## src/rtl/olard_pkg.sv

```systemverilog
package olard_pkg;

    typedef enum logic [1:0] {
        OP_APPEND = 2'd0,
        OP_REMOVE = 2'd1,
        OP_DUMP   = 2'd2
    } t_op;

    typedef enum logic [2:0] {
        KIND_REMOVED  = 3'd0,
        KIND_NOTFOUND = 3'd1,
        KIND_ENTRY    = 3'd2,
        KIND_EMPTY    = 3'd3,
        KIND_FULL     = 3'd4
    } t_kind;

    typedef enum logic [2:0] {
        S_IDLE,
        S_SEARCH,
        S_SHIFT,
        S_DUMP,
        S_RESP
    } t_state;

endpackage

```

## src/rtl/ordered_list_append_remove_dump_unit.sv

```systemverilog
// Bounded ordered list of DEPTH 32-bit order numbers held in one synchronous RAM
// (one write port, one read port with registered data). An input transfer is taken
// only while the unit is idle. An append gives no result unless the list is full; an
// append to a full list gives its single result. A remove reads the list from the head,
// one entry a cycle, until the first match or the tail. On a match it then moves each
// later entry down by one place, also one entry a cycle, and in both cases it gives its
// single result. A dump gives one result per entry, head to tail, one a cycle while the
// output is not stalled. An empty list gives a single result. These rates are set by the
// single read port of the list RAM. One output register sits between the unit and the
// output channel.
module ordered_list_append_remove_dump_unit
    import olard_pkg::*;
#(
    parameter int DEPTH = 32
) (
    input  logic               i_clk,
    input  logic               i_rst_n,
    input  logic               i_in_valid,
    output logic               o_in_stall,
    input  logic [1:0]         i_op,
    input  logic signed [31:0] i_value,
    output logic               o_out_valid,
    input  logic               i_out_stall,
    output logic [2:0]         o_kind,
    output logic signed [31:0] o_entry_value,
    output logic               o_last
);

    localparam int CW = $clog2(DEPTH + 1);
    localparam int AW = (DEPTH > 1) ? $clog2(DEPTH) : 1;

    logic [31:0]   r_mem [DEPTH];
    logic [31:0]   r_rd_data;

    t_state        r_state, n_state;
    logic [CW-1:0] r_count, n_count;
    logic [CW-1:0] r_ptr, n_ptr;
    logic [31:0]   r_value, n_value;
    t_kind         r_rkind, n_rkind;

    logic          r_out_valid;
    t_kind         r_out_kind;
    logic [31:0]   r_out_value;
    logic          r_out_last;

    logic          w_accept;
    logic          w_out_free;
    logic          w_full;
    logic          w_empty;
    logic          w_is_last;
    logic          w_hit;
    logic [CW-1:0] w_ptr_inc;
    logic [CW-1:0] w_ptr_dec;

    logic          rd_en;
    logic [AW-1:0] rd_addr;
    logic          wr_en;
    logic [AW-1:0] wr_addr;
    logic [31:0]   wr_data;
    logic          out_load;
    t_kind         out_kind;
    logic [31:0]   out_value;
    logic          out_last;

    assign o_in_stall = (r_state != S_IDLE);
    assign w_accept   = i_in_valid && !o_in_stall;
    assign w_out_free = !r_out_valid || !i_out_stall;
    assign w_full     = (r_count == CW'(DEPTH));
    assign w_empty    = (r_count == '0);
    assign w_ptr_inc  = r_ptr + CW'(1);
    assign w_ptr_dec  = r_ptr - CW'(1);
    assign w_is_last  = (w_ptr_inc == r_count);
    assign w_hit      = (r_rd_data == r_value);

    // next state
    always_comb begin
        n_state = r_state;
        unique case (r_state)
            S_IDLE: begin
                if (w_accept) begin
                    case (i_op)
                        OP_APPEND: n_state = w_full ? S_RESP : S_IDLE;
                        OP_REMOVE: n_state = w_empty ? S_RESP : S_SEARCH;
                        OP_DUMP:   n_state = w_empty ? S_RESP : S_DUMP;
                        default:   n_state = S_IDLE;
                    endcase
                end
            end
            S_SEARCH: begin
                if (w_is_last) begin
                    n_state = S_RESP;
                end else if (w_hit) begin
                    n_state = S_SHIFT;
                end
            end
            S_SHIFT: begin
                if (w_is_last) begin
                    n_state = S_RESP;
                end
            end
            S_DUMP: begin
                if (w_out_free && w_is_last) begin
                    n_state = S_IDLE;
                end
            end
            S_RESP: begin
                if (w_out_free) begin
                    n_state = S_IDLE;
                end
            end
            default: n_state = S_IDLE;
        endcase
    end

    // datapath control
    always_comb begin
        n_count   = r_count;
        n_ptr     = r_ptr;
        n_value   = r_value;
        n_rkind   = r_rkind;
        rd_en     = 1'b0;
        rd_addr   = w_ptr_inc[AW-1:0];
        wr_en     = 1'b0;
        wr_addr   = r_count[AW-1:0];
        wr_data   = i_value;
        out_load  = 1'b0;
        out_kind  = r_rkind;
        out_value = r_value;
        out_last  = 1'b1;
        unique case (r_state)
            S_IDLE: begin
                if (w_accept) begin
                    n_value = i_value;
                    n_ptr   = '0;
                    rd_addr = '0;
                    case (i_op)
                        OP_APPEND: begin
                            if (w_full) begin
                                n_rkind = KIND_FULL;
                            end else begin
                                wr_en   = 1'b1;
                                n_count = r_count + CW'(1);
                            end
                        end
                        OP_REMOVE: begin
                            n_rkind = KIND_NOTFOUND;
                            rd_en   = !w_empty;
                        end
                        OP_DUMP: begin
                            n_rkind = KIND_EMPTY;
                            rd_en   = !w_empty;
                        end
                        default: begin
                        end
                    endcase
                end
            end
            S_SEARCH: begin
                if (w_hit) begin
                    n_rkind = KIND_REMOVED;
                end
                if (w_is_last) begin
                    if (w_hit) begin
                        n_count = r_count - CW'(1);
                    end
                end else begin
                    rd_en = 1'b1;
                    n_ptr = w_ptr_inc;
                end
            end
            S_SHIFT: begin
                wr_en   = 1'b1;
                wr_addr = w_ptr_dec[AW-1:0];
                wr_data = r_rd_data;
                if (w_is_last) begin
                    n_count = r_count - CW'(1);
                end else begin
                    rd_en = 1'b1;
                    n_ptr = w_ptr_inc;
                end
            end
            S_DUMP: begin
                if (w_out_free) begin
                    out_load  = 1'b1;
                    out_kind  = KIND_ENTRY;
                    out_value = r_rd_data;
                    out_last  = w_is_last;
                    if (!w_is_last) begin
                        rd_en = 1'b1;
                        n_ptr = w_ptr_inc;
                    end
                end
            end
            S_RESP: begin
                out_load = w_out_free;
            end
            default: begin
            end
        endcase
    end

    // list ram
    always_ff @(posedge i_clk) begin
        if (wr_en) begin
            r_mem[wr_addr] <= wr_data;
        end
        if (rd_en) begin
            r_rd_data <= r_mem[rd_addr];
        end
    end

    always_ff @(posedge i_clk) begin
        if (!i_rst_n) begin
            r_state <= S_IDLE;
            r_count <= '0;
        end else begin
            r_state <= n_state;
            r_count <= n_count;
        end
    end

    always_ff @(posedge i_clk) begin
        r_ptr   <= n_ptr;
        r_value <= n_value;
        r_rkind <= n_rkind;
    end

    // output register
    always_ff @(posedge i_clk) begin
        if (!i_rst_n) begin
            r_out_valid <= 1'b0;
        end else if (out_load) begin
            r_out_valid <= 1'b1;
        end else if (!i_out_stall) begin
            r_out_valid <= 1'b0;
        end
    end

    always_ff @(posedge i_clk) begin
        if (out_load) begin
            r_out_kind  <= out_kind;
            r_out_value <= out_value;
            r_out_last  <= out_last;
        end
    end

    assign o_out_valid   = r_out_valid;
    assign o_kind        = r_out_kind;
    assign o_entry_value = r_out_value;
    assign o_last        = r_out_last;

    a_count_bound: assert property (@(posedge i_clk) disable iff (!i_rst_n)
        r_count <= CW'(DEPTH))
        else $error("list count above depth");

    a_ptr_in_list: assert property (@(posedge i_clk) disable iff (!i_rst_n)
        (r_state == S_SEARCH || r_state == S_SHIFT || r_state == S_DUMP) |-> r_ptr < r_count)
        else $error("walk pointer beyond list tail");

    a_append_grows: assert property (@(posedge i_clk) disable iff (!i_rst_n)
        (w_accept && i_op == OP_APPEND && !w_full) |=> r_count == $past(r_count) + CW'(1))
        else $error("append did not grow the list");

    a_shift_shrinks: assert property (@(posedge i_clk) disable iff (!i_rst_n)
        (r_state == S_SHIFT && w_is_last) |=> r_count == $past(r_count) - CW'(1))
        else $error("remove did not shrink the list");

    a_dump_load: assert property (@(posedge i_clk) disable iff (!i_rst_n)
        (r_state == S_DUMP && w_out_free) |=> (r_out_valid && r_out_kind == KIND_ENTRY))
        else $error("dump entry not presented");

endmodule
```

## config.mk

```make
export PLATFORM = sky130hd
export DESIGN_NAME = ordered_list_append_remove_dump_unit
export DESIGN_NICKNAME = d
export VERILOG_FILES = /design/src/rtl/olard_pkg.sv /design/src/rtl/ordered_list_append_remove_dump_unit.sv
export SDC_FILE = /design/constraint.sdc
export NUM_CORES = 2
export LEC_CHECK = 0
export ABC_AREA = 1
export BUFFER_PORTS_ARGS = -buffer_cell sky130_fd_sc_hd__buf_2
export CORE_MARGIN = 5
export CORE_UTILIZATION = 55
export CTS_CLUSTER_SIZE = 16
export DETAILED_ROUTE_END_ITERATION = 16
export PLACE_DENSITY = 0.82
export SLEW_MARGIN = 40
export SYNTH_ARGS = -nofsm -noshare
export SYNTH_HDL_FRONTEND = slang
export SYNTH_SLANG_ARGS = --single-unit
```

## constraint.sdc

```tcl
create_clock -name i_clk -period 5.38 [get_ports i_clk]
set_input_delay 1.076 -clock i_clk [delete_from_list [all_inputs] [get_ports i_clk]]
set_output_delay 1.076 -clock i_clk [all_outputs]
set_load 0.01 [all_outputs]
```

==> flow_summary.toml <==
[run_status]
status = "finished clean"

[worst_setup_path]
crit_arrival_ps = 4200
worst-path-buf-inv = 3
path_cells = "nor2_4 -> nand2_4 -> nand2_8 -> inv_8 -> buf_12 -> buf_4 -> o211ai_1 -> nand3_1 -> nand3_1 -> nand2_1 -> nand2_1 -> nand2_1"
cpMaxStageDelayCell = "inv_8"
crit_family = "buffers and inverters"
max_stage_delay_ps = 630
critPathMostFrequentCell = "nand2_1"
worstSetupPathType = "register to register"
worstSetupEndpointType = "register"
crit_fanout = 111
start_kind = "register"
critical_path_required_ps = 5920

[timing]
drv_slew = 0
finalCritPeriodShare_pct = 68.1
rsz0062_at_grt = "no"
finalWorstSetupSlack_ps = 1720
min_period_ps = 3660
setup_viol = 0
finalHoldViolCount = 0
totalNegativeSetupSlack_ps = 0
clock.fmax_mhz = 273
tightest_slew_ps = 918
hold_ws_ps = 485
relSlewSlack_pct = 38.8
finalClockSkew_ps = 20.0

[routing]
detail-route-antenna-nets = 0
drt_first_pass_iters = 7
wirelength_um = 126000
drc = 0
vias = 31200
post_drt_wl_per_cell_um = 25.4
via_per_inst = 6.26
drt_iter0_drc = 4680

[synthesis]
synth_nets = 3708
synth_most_common_cell = "edfxtp_1"
ys_ff_latch = 1143
synthTopCellsByArea = "edfxtp_1, o211ai_1, nand3_1, nand2_1, or2_1"
yosysTopAreaCellShare_pct = 70.4
netlist_instances = 3658
synth_largest_area_cell = "edfxtp_1"
ys.flop_type = "edfxtp_1"
ys_types = 37
synth_async_sr_flop_share_pct = 0
avgSynthCellArea_um2 = 13.2
synth_common_cells = "edfxtp_1, nand2_1, o211ai_1"
yosysWarnings = 0
synth_area_um2 = 48300
yosysSeqAreaShare_pct = 70.8
synth_edf_count = 1133

[grt]
grt_overflow = 0
first_global_vias = 30200
gr-usage-all-layers_pct = 26.2
grt_pass1_wl_um = 188000
grt_max_degree = 155
antenna_found_initial = 1

[clocking]
htree_levels = 3
cts.hold.buffers_added = 0
clk_path_buf_depth = 3
clk_latency_ps = 690
postCtsSetupRepairBufs = 0
cts_root_buf = "clkbuf_16"
numClockSinks = 1143
path_clk_slew_ps = 70
cts_resized = 0
cts_tree = "yes"
cts_made_buffers = 109

[die]
core_area_um2 = 87000
die-area_um2 = 93900
die_x_um = 306
fp.dieH_um = 306
row_count = 108
io_pins = 76
start_util_pct = 55.5

[power]
vdd_drop_max_v = 0.000567
p_per_area_nw_per_um2 = 615
power.leakage_nw = 18.8

[layout]
fin_nets = 3775
post_route_cells_drive_above_1_share_pct = 15.6
syn_to_final_growth_pct = 12.6

[flow_run]
max-cap-violations = 0

[placed_design]
pre_cts_slack_ps = 1400
gp_congestion = 0.893
numPortBuffers = 75
place.detailed.hpwl_um = 76100

[hold_path]
hold_class = "register to register"
power by group:
group | internal, mW | switching [mW] | total (mW)
sequential | 11.5 | 0.538 | 12.0
clock | 4.45 | 3.38 | 7.83
combinational | 3.96 | 9.70 | 13.7
layout make-up:
class | instances | area, um2
clock buffer | 125 | 2810
sequential | 1143 | 34200
clock inverter | 78 | 842
tap | 1155 | 1450
timing repair buffer | 188 | 1690
antenna | 1 | 2.50
fill | 5887 | 32600
multi-input combinational | 1999 | 12300
inverter | 284 | 1090
registers in the layout, summed over array words and instances, names as in the netlist:
signal / cells
o_entry_value: 32
o_kind: 3
r_state: 3
r_count: 6
r_mem: 1024
r_ptr: 6
r_rkind: 3
o_last: 1
r_rd_data: 32
o_out_valid: 1
r_value: 32
cells in the final DEF, fill, tap and decap left out, types with 2 or more instances in the layout:
cell type / count
clkinv_8: 2
nand2_1: 514
clkbuf_16: 110
bufinv_16: 14
ha_1: 11
nand3_1: 409
clkinvlp_4: 9
nor2_4: 36
or2_0: 32
buf_16: 8
buf_2: 75
inv_2: 5
nand2_4: 4
buf_12: 12
o21ai_1: 8
buf_4: 72
o21ai_2: 5
nor2_1: 31
a21oi_1: 18
xnor2_1: 34
edfxtp_1: 1133
dfxtp_1: 10
o21ai_0: 47
or2_1: 228
clkbuf_1: 15
nand4_1: 9
clkinv_2: 21
buf_8: 20
inv_8: 2
inv_1: 273
a31oi_1: 2
o211ai_2: 98
clkinv_1: 21
xor2_1: 6
inv_6: 6
o211ai_1: 414
o21ai_4: 21
clkinv_4: 6
nand3_2: 2
or2_2: 61
worst reg2reg max path, delay by kind of cell (launching register included):
kind	cells	cell delay, ps
DFF	1	540
and+or+nand+nor	8	1270
AOI/OAI and AO/OA	1	200
buffers and inverters	3	1510
through the flow:
stage / utilization, % / cell area [um2] / std cells / power, mW
2_1_floorplan: - / 48300 / 3658 / 20.6
3_3_place_gp: 57.7 / 50200 / 4741 / 24.7
3_5_place_dp: 58.3 / 50700 / 4768 / 25.3
4_1_cts: 62.5 / 54400 / 4971 / 33.1
5_1_grt: 62.5 / 54400 / 4972 / 34.8
6_report: 62.5 / 54400 / 4973 / 33.5
metal layers:
metal / track usage [%] / vias up / share of wire, %
met5: 0 / - / 0
met4: 8.71 / 0 / 3.6
met3: 5.60 / 317 / 14
met2: 40.4 / 2272 / 46
met1: 37.8 / 15100 / 37
li1: - / 13500 / -
cell families after synthesis:
kind of cell	count (synthesis)	synth area share [%]
AO/OA/AOI/OAI	615	10.1
buffers and inverters	516	4.86
adder cells (fa/ha/maj)	12	0.326
XOR/XNOR	40	0.725
AND/OR/NAND/NOR	1332	13.2
flip-flops	1143	70.8
path summary, 6_finish.rpt:
path                            slack (ps)       start  cells past startpoint       endpoint
worst max register to register        1720  r_state[2]                     12  r_rd_data[26]
worst min register to register         490  r_count[5]                      2     r_count[5]
worst max-delay path                  1720  r_state[2]                     12  r_rd_data[26]
worst min-delay path                   490  r_count[5]                      2     r_count[5]
(Power assumes the default switching activity.)
